<file path="src/rtl/iacl_pkg.sv">
// ----------------------------------------------------------------------------
// iacl_pkg
// Types, codes and defaults shared by the IPv4 connect ACL check block.
// ----------------------------------------------------------------------------
`default_nettype none

package iacl_pkg;

  localparam int RuleDepthDef = 16;

  localparam logic [15:0] FamIpv4 = 16'd2;
  localparam logic [15:0] FamIpv6 = 16'd10;

  localparam logic [31:0] AddrAllOnes = 32'hFFFF_FFFF;

  localparam logic [15:0] TlsPortADef = 16'd443;
  localparam logic [15:0] TlsPortBDef = 16'd8443;

  localparam int CfgIdxW  = 3;
  localparam int CfgDataW = 16;

  typedef enum logic [CfgIdxW-1:0] {
    CFG_POLICY_MANAGED = 3'd0,
    CFG_RULE_COUNT     = 3'd1,
    CFG_DENY_CLEARTEXT = 3'd2,
    CFG_ENFORCE_MODE   = 3'd3,
    CFG_TLS_PORT_A     = 3'd4,
    CFG_TLS_PORT_B     = 3'd5
  } cfg_reg_e;

  typedef enum logic {
    KIND_LOAD    = 1'b0,
    KIND_CONNECT = 1'b1
  } kind_e;

  typedef enum logic [1:0] {
    STATUS_PERMIT  = 2'd0,
    STATUS_BLOCKED = 2'd1,
    STATUS_PRIOR   = 2'd2
  } status_e;

  typedef enum logic [1:0] {
    EVT_ALLOW = 2'd0,
    EVT_AUDIT = 2'd1,
    EVT_DENY  = 2'd2
  } verdict_e;

  typedef enum logic [1:0] {
    ST_IDLE,
    ST_SCAN,
    ST_LAST,
    ST_DONE
  } state_e;

  typedef struct packed {
    logic        kind;
    logic [3:0]  rule_slot;
    logic [31:0] rule_address;
    logic [5:0]  rule_prefix;
    logic [15:0] rule_port;
    logic [15:0] addr_family;
    logic [31:0] dest_address;
    logic [15:0] dest_port;
    logic        prior_refused;
  } in_item_t;

  typedef struct packed {
    logic [1:0]  status;
    logic        event_valid;
    logic [1:0]  event_verdict;
    logic [15:0] event_family;
    logic [15:0] event_port;
    logic [31:0] event_address;
  } out_item_t;

  // One table entry as stored in the rule memory
  typedef struct packed {
    logic [31:0] address;
    logic [5:0]  prefix;
    logic [15:0] port;
  } rule_t;

endpackage

`default_nettype wire

</file>
<file path="src/rtl/iacl_rule_match.sv">
// ----------------------------------------------------------------------------
// iacl_rule_match
// Compares one stored rule against a connect destination under the prefix
// mask, with port 0 in the rule matching any port.
// ----------------------------------------------------------------------------
`default_nettype none

module iacl_rule_match (
  input  iacl_pkg::rule_t rule_i,
  input  logic [31:0]     dest_address_i,
  input  logic [15:0]     dest_port_i,
  output logic            hit_o
);
  import iacl_pkg::*;

  logic [31:0] mask;
  logic        addr_eq;
  logic        port_ok;

  // prefix of 32 and above is the full mask; 0 gives an empty mask that matches any address
  assign mask    = rule_i.prefix[5] ? AddrAllOnes : ~(AddrAllOnes >> rule_i.prefix[4:0]);
  assign addr_eq = (dest_address_i & mask) == (rule_i.address & mask);
  assign port_ok = (rule_i.port == 16'd0) || (rule_i.port == dest_port_i);
  assign hit_o   = addr_eq && port_ok;

endmodule

`default_nettype wire

</file>
<file path="src/rtl/ipv4_connect_acl_check.sv">
// ----------------------------------------------------------------------------
// ipv4_connect_acl_check
// Outbound IPv4 connect filter against a prefix/port rule table.
// ----------------------------------------------------------------------------
// Input channel (in_valid_i / in_stall_o) carries load items, which write one
// rule into the table if rule_slot is below RULE_DEPTH, and connect items,
// which each give one result on the output channel (out_valid_o /
// out_stall_i). Load items give no result. A connect item that scans the
// table reads n rules, where n is the number of rules scanned (rule_count,
// capped at RULE_DEPTH): the rule memory gives one entry per cycle in the
// scan state, then a drain state follows, and the decision state loads the result
// register. Connects that need no scan (earlier refusal, unmanaged policy,
// non-IPv4, or no rules to scan) go straight to the decision state.
// Only one connect is in work at a time; the next item is taken as soon as
// the result sits in the output register, even while that result is stalled.
// A stalled output holds its item; a finished connect waits in the decision
// state until the output register frees up.
// Reset clears the configuration registers to their defaults and the control
// state; the rule table is not cleared and must be written before it is read.
// Configuration writes (cfg_valid_i / cfg_ready_o) are taken while idle.
// ----------------------------------------------------------------------------
`default_nettype none

module ipv4_connect_acl_check #(
  parameter int RULE_DEPTH = iacl_pkg::RuleDepthDef
) (
  input  logic                            clk_i,
  input  logic                            rst_ni,
  input  logic                            in_valid_i,
  output logic                            in_stall_o,
  input  iacl_pkg::in_item_t              in_item_i,
  output logic                            out_valid_o,
  input  logic                            out_stall_i,
  output iacl_pkg::out_item_t             out_item_o,
  input  logic                            cfg_valid_i,
  output logic                            cfg_ready_o,
  input  logic [iacl_pkg::CfgIdxW-1:0]    cfg_index_i,
  input  logic [iacl_pkg::CfgDataW-1:0]   cfg_data_i
);
  import iacl_pkg::*;

  localparam int IdxW = (RULE_DEPTH > 1) ? $clog2(RULE_DEPTH) : 1;
  localparam int CntW = ($clog2(RULE_DEPTH + 1) > 5) ? $clog2(RULE_DEPTH + 1) : 5;
  localparam logic [CntW-1:0] DepthC = CntW'(RULE_DEPTH);

  // configuration
  logic        policy_managed_q;
  logic [4:0]  rule_count_q;
  logic        deny_cleartext_q;
  logic        enforce_mode_q;
  logic [15:0] tls_port_a_q;
  logic [15:0] tls_port_b_q;

  // control
  state_e          state_q, state_d;
  logic [IdxW-1:0] idx_q;
  logic            cmp_vld_q;
  logic            hit_q;
  logic            out_valid_q;

  // payload
  logic [15:0] conn_family_q;
  logic [31:0] conn_address_q;
  logic [15:0] conn_port_q;
  logic        conn_refused_q;
  out_item_t   out_q;
  rule_t       rule_mem_q [RULE_DEPTH];
  rule_t       rd_rule_q;

  logic            in_accept;
  logic            is_connect;
  logic            need_scan;
  logic            slot_ok;
  logic            mem_we;
  logic            rd_en;
  logic            out_free;
  logic            out_load;
  logic            last_issue;
  logic            rule_hit;
  logic [CntW-1:0] rule_count_ext;
  logic [CntW-1:0] scan_len;
  rule_t           wr_rule;
  out_item_t       res_d;

  assign rule_count_ext = CntW'(rule_count_q);
  assign scan_len       = (rule_count_ext > DepthC) ? DepthC : rule_count_ext;
  assign last_issue     = (CntW'(idx_q) + CntW'(1)) == scan_len;

  assign in_accept  = in_valid_i && !in_stall_o;
  assign is_connect = in_item_i.kind == KIND_CONNECT;
  assign slot_ok    = CntW'(in_item_i.rule_slot) < DepthC;
  assign need_scan  = !in_item_i.prior_refused && policy_managed_q &&
                      (in_item_i.addr_family == FamIpv4) && (scan_len != '0);
  assign out_free   = !out_valid_q || !out_stall_i;

  assign wr_rule.address = in_item_i.rule_address;
  assign wr_rule.prefix  = in_item_i.rule_prefix;
  assign wr_rule.port    = in_item_i.rule_port;

  // ---------------------------------------------------------------------------
  // next state
  always_comb begin
    state_d = state_q;
    unique case (state_q)
      ST_IDLE: begin
        if (in_accept && is_connect) begin
          state_d = need_scan ? ST_SCAN : ST_DONE;
        end
      end
      ST_SCAN: begin
        if (last_issue) begin
          state_d = ST_LAST;
        end
      end
      ST_LAST: state_d = ST_DONE;
      ST_DONE: begin
        if (out_free) begin
          state_d = ST_IDLE;
        end
      end
      default: state_d = ST_IDLE;
    endcase
  end

  // state outputs
  always_comb begin
    in_stall_o  = 1'b1;
    cfg_ready_o = 1'b0;
    mem_we      = 1'b0;
    rd_en       = 1'b0;
    out_load    = 1'b0;
    unique case (state_q)
      ST_IDLE: begin
        in_stall_o  = 1'b0;
        cfg_ready_o = 1'b1;
        mem_we      = in_valid_i && !is_connect && slot_ok;
      end
      ST_SCAN: rd_en = 1'b1;
      ST_LAST: ;
      ST_DONE: out_load = out_free;
      default: ;
    endcase
  end

  always_ff @(posedge clk_i or negedge rst_ni) begin
    if (!rst_ni) begin
      state_q <= ST_IDLE;
    end else begin
      state_q <= state_d;
    end
  end

  // ---------------------------------------------------------------------------
  // rule memory: written by load items while idle, read once per scan cycle
  always_ff @(posedge clk_i) begin
    if (mem_we) begin
      rule_mem_q[IdxW'(in_item_i.rule_slot)] <= wr_rule;
    end
    if (rd_en) begin
      rd_rule_q <= rule_mem_q[idx_q];
    end
  end

  iacl_rule_match u_match (
    .rule_i         (rd_rule_q),
    .dest_address_i (conn_address_q),
    .dest_port_i    (conn_port_q),
    .hit_o          (rule_hit)
  );

  // scan control; each compare runs in the cycle after its read address
  always_ff @(posedge clk_i or negedge rst_ni) begin
    if (!rst_ni) begin
      idx_q     <= '0;
      cmp_vld_q <= 1'b0;
      hit_q     <= 1'b0;
    end else begin
      cmp_vld_q <= rd_en;
      if (in_accept && is_connect) begin
        idx_q <= '0;
        hit_q <= 1'b0;
      end else begin
        if (rd_en && !last_issue) begin
          idx_q <= idx_q + IdxW'(1);
        end
        if (cmp_vld_q && rule_hit) begin
          hit_q <= 1'b1;
        end
      end
    end
  end

  always_ff @(posedge clk_i) begin
    if (in_accept && is_connect) begin
      conn_family_q  <= in_item_i.addr_family;
      conn_address_q <= in_item_i.dest_address;
      conn_port_q    <= in_item_i.dest_port;
      conn_refused_q <= in_item_i.prior_refused;
    end
  end

  // ---------------------------------------------------------------------------
  // decision
  always_comb begin
    logic ok;
    ok    = hit_q && !(deny_cleartext_q && (conn_port_q != tls_port_a_q) &&
                       (conn_port_q != tls_port_b_q));
    res_d = '0;
    priority if (conn_refused_q) begin
      res_d.status = STATUS_PRIOR;
    end else if (!policy_managed_q) begin
      res_d.status = STATUS_PERMIT;
    end else if (conn_family_q == FamIpv6) begin
      res_d.event_valid   = 1'b1;
      res_d.event_verdict = EVT_AUDIT;
      res_d.event_family  = conn_family_q;
      res_d.event_port    = conn_port_q;
    end else if (conn_family_q == FamIpv4) begin
      res_d.event_valid   = 1'b1;
      res_d.event_family  = conn_family_q;
      res_d.event_port    = conn_port_q;
      res_d.event_address = conn_address_q;
      if (ok) begin
        res_d.event_verdict = EVT_ALLOW;
      end else if (enforce_mode_q) begin
        res_d.event_verdict = EVT_DENY;
        res_d.status        = STATUS_BLOCKED;
      end else begin
        res_d.event_verdict = EVT_AUDIT;
      end
    end else begin
      res_d.status = STATUS_PERMIT;
    end
  end

  // output register
  always_ff @(posedge clk_i or negedge rst_ni) begin
    if (!rst_ni) begin
      out_valid_q <= 1'b0;
    end else if (out_load) begin
      out_valid_q <= 1'b1;
    end else if (!out_stall_i) begin
      out_valid_q <= 1'b0;
    end
  end

  always_ff @(posedge clk_i) begin
    if (out_load) begin
      out_q <= res_d;
    end
  end

  assign out_valid_o = out_valid_q;
  assign out_item_o  = out_q;

  // ---------------------------------------------------------------------------
  // configuration registers
  always_ff @(posedge clk_i or negedge rst_ni) begin
    if (!rst_ni) begin
      policy_managed_q <= 1'b0;
      rule_count_q     <= '0;
      deny_cleartext_q <= 1'b0;
      enforce_mode_q   <= 1'b0;
      tls_port_a_q     <= TlsPortADef;
      tls_port_b_q     <= TlsPortBDef;
    end else if (cfg_valid_i && cfg_ready_o) begin
      unique case (cfg_index_i)
        CFG_POLICY_MANAGED: policy_managed_q <= cfg_data_i[0];
        CFG_RULE_COUNT:     rule_count_q     <= cfg_data_i[4:0];
        CFG_DENY_CLEARTEXT: deny_cleartext_q <= cfg_data_i[0];
        CFG_ENFORCE_MODE:   enforce_mode_q   <= cfg_data_i[0];
        CFG_TLS_PORT_A:     tls_port_a_q     <= cfg_data_i;
        CFG_TLS_PORT_B:     tls_port_b_q     <= cfg_data_i;
        default: ;
      endcase
    end
  end

endmodule

`default_nettype wire

</file>
<file path="config.mk">
export PLATFORM = sky130hd
export DESIGN_NAME = ipv4_connect_acl_check
export DESIGN_NICKNAME = d
export VERILOG_FILES = /design/src/rtl/iacl_pkg.sv /design/src/rtl/iacl_rule_match.sv /design/src/rtl/ipv4_connect_acl_check.sv
export SDC_FILE = /design/constraint.sdc
export NUM_CORES = 1
export LEC_CHECK = 0
export ABC_AREA = 1
export BUFFER_PORTS_ARGS = -buffer_cell sky130_fd_sc_hd__buf_2
export CORE_MARGIN = 2
export CORE_UTILIZATION = 40
export CTS_CLUSTER_DIAMETER = 50
export CTS_CLUSTER_SIZE = 40
export DETAILED_ROUTE_END_ITERATION = 12
export PLACE_DENSITY = 0.58
export SYNTH_ARGS = -nofsm -noshare
export SYNTH_HDL_FRONTEND = slang
export SYNTH_SLANG_ARGS = --single-unit
</file>
<file path="constraint.sdc">
create_clock -name clk_i -period 6.1 [get_ports clk_i]
set_input_delay 0.305 -clock clk_i [delete_from_list [all_inputs] [get_ports clk_i]]
set_output_delay 0.305 -clock clk_i [all_outputs]
set_load 0.01 [all_outputs]
</file>
==> impl_results.md, run 1 <==
* Outcome: completed
* Clk sinks at 1100
* Final Max Tran Viols at 0
* 1st-iter DRT viols at 3094
* # IOs at 220
* Mapped Area at 0.04326 sq mm
* VDD IR max at 0.0002612 V
* Gr usage total at 0.2061
* RSZ-0062 raised after global routing: false
* CTS clk-pin slew, worst paths at 0.07 ns
* Post-synth top area share at 0.7296
* Top FF cell, synth: edfxtp_1
* Main area contributors after synthesis: edfxtp_1 (73%), nand2_1 (5.2%), nor2_1 (3.1%)
* Fmax at 273.5 MHz
* Starting utilization of the core area at 0.4035
* Core area at 0.1072 sq mm
* FF+latch count, synth at 1100
* Clk_lat worst skew at 0.69 ns
* Post_cts resized at 0
* Setup slack, reg-to-reg at 2.44 ns
* Final instance area at 0.05003 sq mm
* Postcts setup bufs at 0
* Area leader, netlist: edfxtp_1
* Post-DP HPWL at 70.54 mm
* Largest net degree at the start of global routing at 130
* Initial antenna violation count at 16
* Total Die Area at 0.1108 sq mm
* Worst endpoint data arrival time at 4.06 ns
* Setup TNS at 0 ns
* Synth cell types at 40
* Async S/R FF share, synth at 0.04455
* Least-Margin Pin Slew at 1.187 ns
* Crit Path Class: flip-flop to flip-flop
* # DRC at 0
* Vias in the first global route at 25.65k
* Synthesized instance count at 3265
* Synthesis-to-finish area growth at 15.65%
* Seq/Total Area, Yosys at 0.7583
* Die height at 332.9 um
* Layout cells sized above 1 at 0.1448
* Num CTS Buffers at 97
* Warnings from Yosys at 0
* Gpl congestion at 0.8523
* IO Port Bufs at 219
* CTS tree: yes
* CTS Hold Bufs at 87
* Pwr dens at 418.1 mW/mm^2
* Startpoint Class: flip-flop
* Final wirelength at 116.2 mm
* Die W at 332.9 um
* Leakage at 17.59 nW
* Inst Count DP at 4758
* Max Root-Sink Buffers at 3
* Placed instance area at 0.04578 sq mm
* Clk_skew at 0.03220 ns
* CP max FO at 66
* ANT nets after route at 0
* CP Capture Type: flip-flop
* Rows at 120
* DR vias/cell at 5.401
* Worst Path Required at 6.50 ns
* Drt pass-1 iters at 5
* Vias at 27.17k
* Worst Hold Class: input pin to flip-flop
* Normalized max-slew margin at 0.2090
* Top post-synthesis cells by count: edfxtp_1 (1051), nand2_1 (605), nor2_1 (354)
* Post-layout util at 0.4667
* Final setup vio count at 0
* Syn avg cell area at 13.25 sq um
* Post-layout minimum cycle time at 3.656 ns
* Post-synth EDFFs at 1051
* Max_cap viols at 0
* Final nets at 3694
* First-pass GRT wire length at 171.1 mm
* CTS root buf: clkbuf_16
* H-tree Lvls at 3
* Most frequent cell after synthesis: edfxtp_1
* Final period util at 0.5994
* DR WL/cell at 23.09 um
* Non-Filler Instances at 5031
* Final hold violations at 0
* GR Overflow Total at 0
-- per-stage QoR --
step                      setup slack, ns  hold WS, ns  power (mW)
after floorplan                     1.709     0.009409       12.64
after global placement              2.568       0.4328       14.55
after detailed placement            2.518       0.4460       14.60
after CTS                           2.499     0.007670       21.03
after global routing                2.228      0.03550       21.89
final                               2.444      0.02279       20.92
-- critical path, stage by stage, from the launching register on --
cell and delay (ns):
dfrtp_4 0.64, inv_4 0.63, nand2_4 0.49, inv_2 0.99, nand3_1 0.18, nand4_1 0.17, nand2_1 0.06
-- cell families (layout without fill, tap and decap cells) --
group           after synthesis  after routing  synth area share
simple gates               1159           1159            0.1091
flops                      1100           1100            0.7583
compound gates              640            640           0.08949
buf+inv                     311            658           0.03158
xor+xnor                     49             49          0.009921
fa+ha+maj                     5              5          0.001446
other cells                   1             17        0.00008669
-- layout make-up --
| cell class | count | area [sq um] |
|---|---|---|
| Timing Repair Buffer | 345 | 2285 |
| Sequential cell | 1100 | 32820 |
| Tap cell | 1403 | 1755 |
| Inverter | 130 | 498.0 |
| Antenna cell | 3 | 7.507 |
| Clock buffer | 104 | 2485 |
| Fill cell | 9465 | 57170 |
| Multi-Input combinational cell | 1867 | 9293 |
| Clock inverter | 79 | 887.1 |
-- cell usage in the layout (no fill, tap or decap), types with 4 or more instances in the layout --
cell type	netlist	final
a21oi_2	11	11
xnor2_1	4	4
o22ai_1	63	63
buf_2	63	219
nor4_1	6	6
clkinv_2	0	8
nand4_1	54	54
inv_1	126	121
ha_1	5	4
xor2_1	45	45
nor2_4	1	17
o221ai_1	46	46
inv_6	0	21
clkbuf_1	88	5
nor2_1	354	338
a221oi_2	21	21
inv_8	0	23
buf_4	14	37
dfstp_2	15	15
nand2_1	605	604
clkinv_4	0	6
inv_2	4	7
a221oi_1	40	40
clkbuf_16	0	98
o21ai_0	265	265
a21oi_1	123	122
nand3_1	128	128
dfrtp_4	0	4
dfrtp_1	34	30
clkinv_8	0	14
edfxtp_1	1051	1051
conb_1	1	14
o21ai_1	66	66
dlygate4sd3_1	0	87
-- metal layers --
layer	track usage	vias up	routed length, um
met4	0.04997	14	2166
met3	0.03475	140	9481
li1	-	12440	-
met5	0	-	98
met2	0.3029	1040	51090
met1	0.3178	13540	53320
-- path summary, 6_finish.rpt --
path	from	end	cells past startpoint
max	idx_q[1]$_DFFE_PN0P_	rd_rule_q[29]$_DFFE_PP_	6
min	cfg_data_i[4]	tls_port_b_q[4]$_DFFE_PN1P_	3
max reg2reg	idx_q[1]$_DFFE_PN0P_	rd_rule_q[29]$_DFFE_PP_	6
min reg2reg	conn_refused_q$_DFFE_PP_	out_item_o[68]$_SDFFCE_PP1P_	0
max in group asynchronous	rst_ni	idx_q[3]$_DFFE_PN0P_	3
min in group asynchronous	rst_ni	tls_port_a_q[13]$_DFFE_PN0P_	3
-- where the power goes --
group	internal [mW]	switching [mW]	total (mW)
logic	1.36	3.68	5.04
clock network	3.29	3.12	6.40
registers	9.00	0.476	9.48
-- state kept, by name (all words and copies together) (netlist names), 5 cells and up --
signal          count
rule_mem_q        864
out_item_o         68
rd_rule_q          54
conn_address_q     32
conn_family_q      16
conn_port_q        16
tls_port_a_q       16
tls_port_b_q       16
rule_count_ext      5
Power figures use the tool's default switching activity.
==> run 2, diff against run 1 <==
- PLACE_DENSITY: 0.58 -> 0.6
- clock period: 6.1 -> 3.2 ns (I/O delays scaled with it)
==> run 2 against run 1 <==
  * Register-to-register slack worse by 2.2 ns
  * Cell count rose by 2.3%
  * Fmax grew 23%
  * Sequential power increased by 92%
  * Final area increased by 3.3%
  * Clock power grew 100%
  * Global-route usage up 0.31 points
  * Critical path type unchanged
==> impl_results.md, run 2 (synthesis gave the netlist of run 1 again) <==
* VDD IR max at 0.0004730 V (was 0.0002612 V)
* Outcome: completed (unchanged)
* Final setup vio count at 0 (unchanged)
* Initial antenna violation count at 1 (was 16)
* Startpoint Class: flip-flop (unchanged)
* Final period util at 0.9254 (was 0.5994)
* Int Power at 27.18 mW (was 13.64 mW)
* Final Max Tran Viols at 0 (unchanged)
* Largest net degree at the start of global routing at 129 (was 130)
* DR vias/cell at 5.348 (was 5.401)
* H-tree Lvls at 3 (unchanged)
* Final hold violations at 0 (unchanged)
* Pre-CTS setup slack at 0.3008 ns (was 2.518 ns)
* ANT nets after route at 0 (unchanged)
* 1st-iter DRT viols at 2959 (was 3094)
* Pwr dens at 791.4 mW/mm^2 (was 418.1 mW/mm^2)
* Gpl congestion at 0.8271 (was 0.8523)
* # DRC at 0 (unchanged)
* Die W at 332.9 um (unchanged)
* Final wirelength at 117.5 mm (was 116.2 mm)
* Slowest cell on crit path: dfrtp_1 (was inv_2)
* Rows at 120 (unchanged)
* Total Die Area at 0.1108 sq mm (unchanged)
* CTS root buf: clkbuf_16 (unchanged)
* Starting utilization of the core area at 0.4035 (unchanged)
* Least-Margin Pin Slew at 0.9846 ns (was 1.187 ns)
* CTS tree: yes (unchanged)
* CP max FO at 14 (was 66)
* CP cell instances: inv_1 -> ha_1 -> nand2_1 -> nor2_1 -> nand3_1 -> nor2_4 -> buf_4 (was inv_4 -> nand2_4 -> inv_2 -> nand3_1 -> nand4_1 -> nand2_1)
* Register area at 0.03282 sq mm (unchanged)
* Worst endpoint data arrival time at 3.32 ns (was 4.06 ns)
* Sequential Power Share at 0.444 (was 0.453)
* Num CTS Buffers at 106 (was 97)
* IO Port Bufs at 219 (unchanged)
* Most frequent cells in the layout: edfxtp_1 (1051), nand2_1 (604), nor2_1 (338) (unchanged)
* Fmax at 337.7 MHz (was 273.5 MHz)
* Worst Hold Class: input pin to flip-flop (unchanged)
* Largest Register: rule_mem_q (unchanged)
* Crit Path Class: flip-flop to flip-flop (unchanged)
* Flip-flop count of the largest register after layout at 864 (unchanged)
* First-pass GRT wire length at 173.9 mm (was 171.1 mm)
* Clock share of power at 0.320 (was 0.306)
* Sw Ratio at 0.3357 (was 0.3478)
* Clk_skew at 0.03661 ns (was 0.03220 ns)
* Setup slack, reg-to-reg at 0.24 ns (was 2.44 ns)
* Post-layout minimum cycle time at 2.961 ns (was 3.656 ns)
* Filler instances at 9337 (was 9465)
* CTS clk-pin slew, worst paths at 0.07 ns (about the same)
* Vias in the first global route at 26.89k (was 25.65k)
* Synthesis-to-finish area growth at 19.52% (was 15.65%)
* Setup ws final at 0.2386 ns (was 2.444 ns)
* Layout cells sized above 1 at 0.1554 (was 0.1448)
* Logic pwr share at 0.236 (was 0.241)
* Multi-input gate area at 0.009293 sq mm (unchanged)
* Setup TNS at 0 ns (unchanged)
* Gr usage total at 0.2092 (was 0.2061)
* # IOs at 220 (unchanged)
* Post_cts resized at 0 (unchanged)
* Clk_lat worst skew at 0.70 ns (was 0.69 ns)
* Final nets at 3805 (was 3694)
* Critical path's largest stage delay at 0.45 ns (was 0.99 ns)
* Vias at 27.53k (was 27.17k)
* CP Capture Type: flip-flop (unchanged)
* Worst Path Required at 3.56 ns (was 6.50 ns)
* Die height at 332.9 um (unchanged)
* DR WL/cell at 22.83 um (was 23.09 um)
* Normalized max-slew margin at 0.3420 (was 0.2090)
* Core area at 0.1072 sq mm (unchanged)
* Commonest non-fill, non-tap cell in the layout: edfxtp_1 (unchanged)
* Drt pass-1 iters at 5 (unchanged)
* Max Root-Sink Buffers at 3 (unchanged)
* Post-DP HPWL at 71.51 mm (was 70.54 mm)
* Leakage at 18.32 nW (was 17.59 nW)
* Clk sinks at 1100 (unchanged)
* RSZ-0062 raised after global routing: false (unchanged)
* Psw at 13.74 mW (was 7.276 mW)
* Max_cap viols at 0 (unchanged)
* GR Overflow Total at 0 (unchanged)
-- run 2: changes by cell type in the layout (fill, tap and decap cells not counted), moves of 3 or more --
cell and change:
inv_8 -8, clkinv_1 +4, dlygate4sd3_1 +55, bufinv_16 +4, inv_6 +5, buf_4 +12
clkinv_8 -3, buf_12 +35, clkbuf_1 +3, clkbuf_16 +8
-- run 2: what timing repair did --
action / in CTS / in global routing
hold buffers: 142 / 0
setup buffers: 0 / 0
hold endpoints to repair: 1001 / 0
-- run 2: critical path: cells and delay by family (launching register included) --
family	cells	cell delay, ns
simple gates	4	1.40
buf+inv	2	0.48
flops	1	0.45
fa+ha+maj	1	0.30
-- run 2: final cells by class --
| cell class | count | share of cell area |
|---|---|---|
| antenna | 1 | 0.00004840 |
| clock buffer | 114 | 0.05188 |
| clock inverter | 86 | 0.01982 |
| inverter | 130 | 0.009656 |
| multi-input combinational | 1867 | 0.1797 |
| sequential | 1100 | 0.6348 |
| tap | 1403 | 0.03395 |
| timing repair buffer | 447 | 0.07013 |
-- run 2: stage by stage --
stage | power, mW | std cells | area, sq um | utilization | hold slack (ns)
after floorplan | 24.08 | 3278 | 43320 | - | -0.1356
after global placement | 27.90 | 4805 | 46570 | 0.4344 | 0.2543
after detailed placement | 27.99 | 4805 | 46570 | 0.4344 | 0.2586
after CTS | 41.17 | 5147 | 51700 | 0.4823 | 0.04942
after global routing | 42.77 | 5147 | 51700 | 0.4823 | 0.1259
final | 40.92 | 5148 | 51700 | 0.4823 | 0.09074
-- run 2: metal layers --
metal,vias up,GRT usage,wire [um]
met5,-,0,0
met4,0,0.04794,2030
met3,133,0.02851,8426
met2,1061,0.3416,55580
met1,13660,0.2983,51520
li1,12670,-,-
-- run 2: path summary, 6_finish.rpt --
path                                           endpoint                startpoint  depth (start not counted)
min in group asynchronous  tls_port_a_q[12]$_DFFE_PN0P_                    rst_ni                          2
hold reg to reg            out_item_o[68]$_SDFFCE_PP1P_  conn_refused_q$_DFFE_PP_                          0
max in group asynchronous   tls_port_a_q[0]$_DFFE_PN1P_                    rst_ni                          3
setup reg to reg            rule_mem_q[15][7]$_DFFE_PP_    state_q[0]$_DFFE_PN0P_                          7
setup / recovery            rule_mem_q[15][7]$_DFFE_PP_    state_q[0]$_DFFE_PN0P_                          7
hold / removal                     idx_q[2]$_DFFE_PN0P_                in_valid_i                          4
-- run 2: power groups by stage --
stage          clock network, mW  logic, mW  registers (mW)
6_report                    13.1       9.68            18.2
5_1_grt                     13.8       10.7            18.2
4_1_cts                     13.3       9.71            18.2
3_5_place_dp                   0       9.53            18.5
3_3_place_gp                   0       9.45            18.5
2_1_floorplan                  0       6.08            18.0
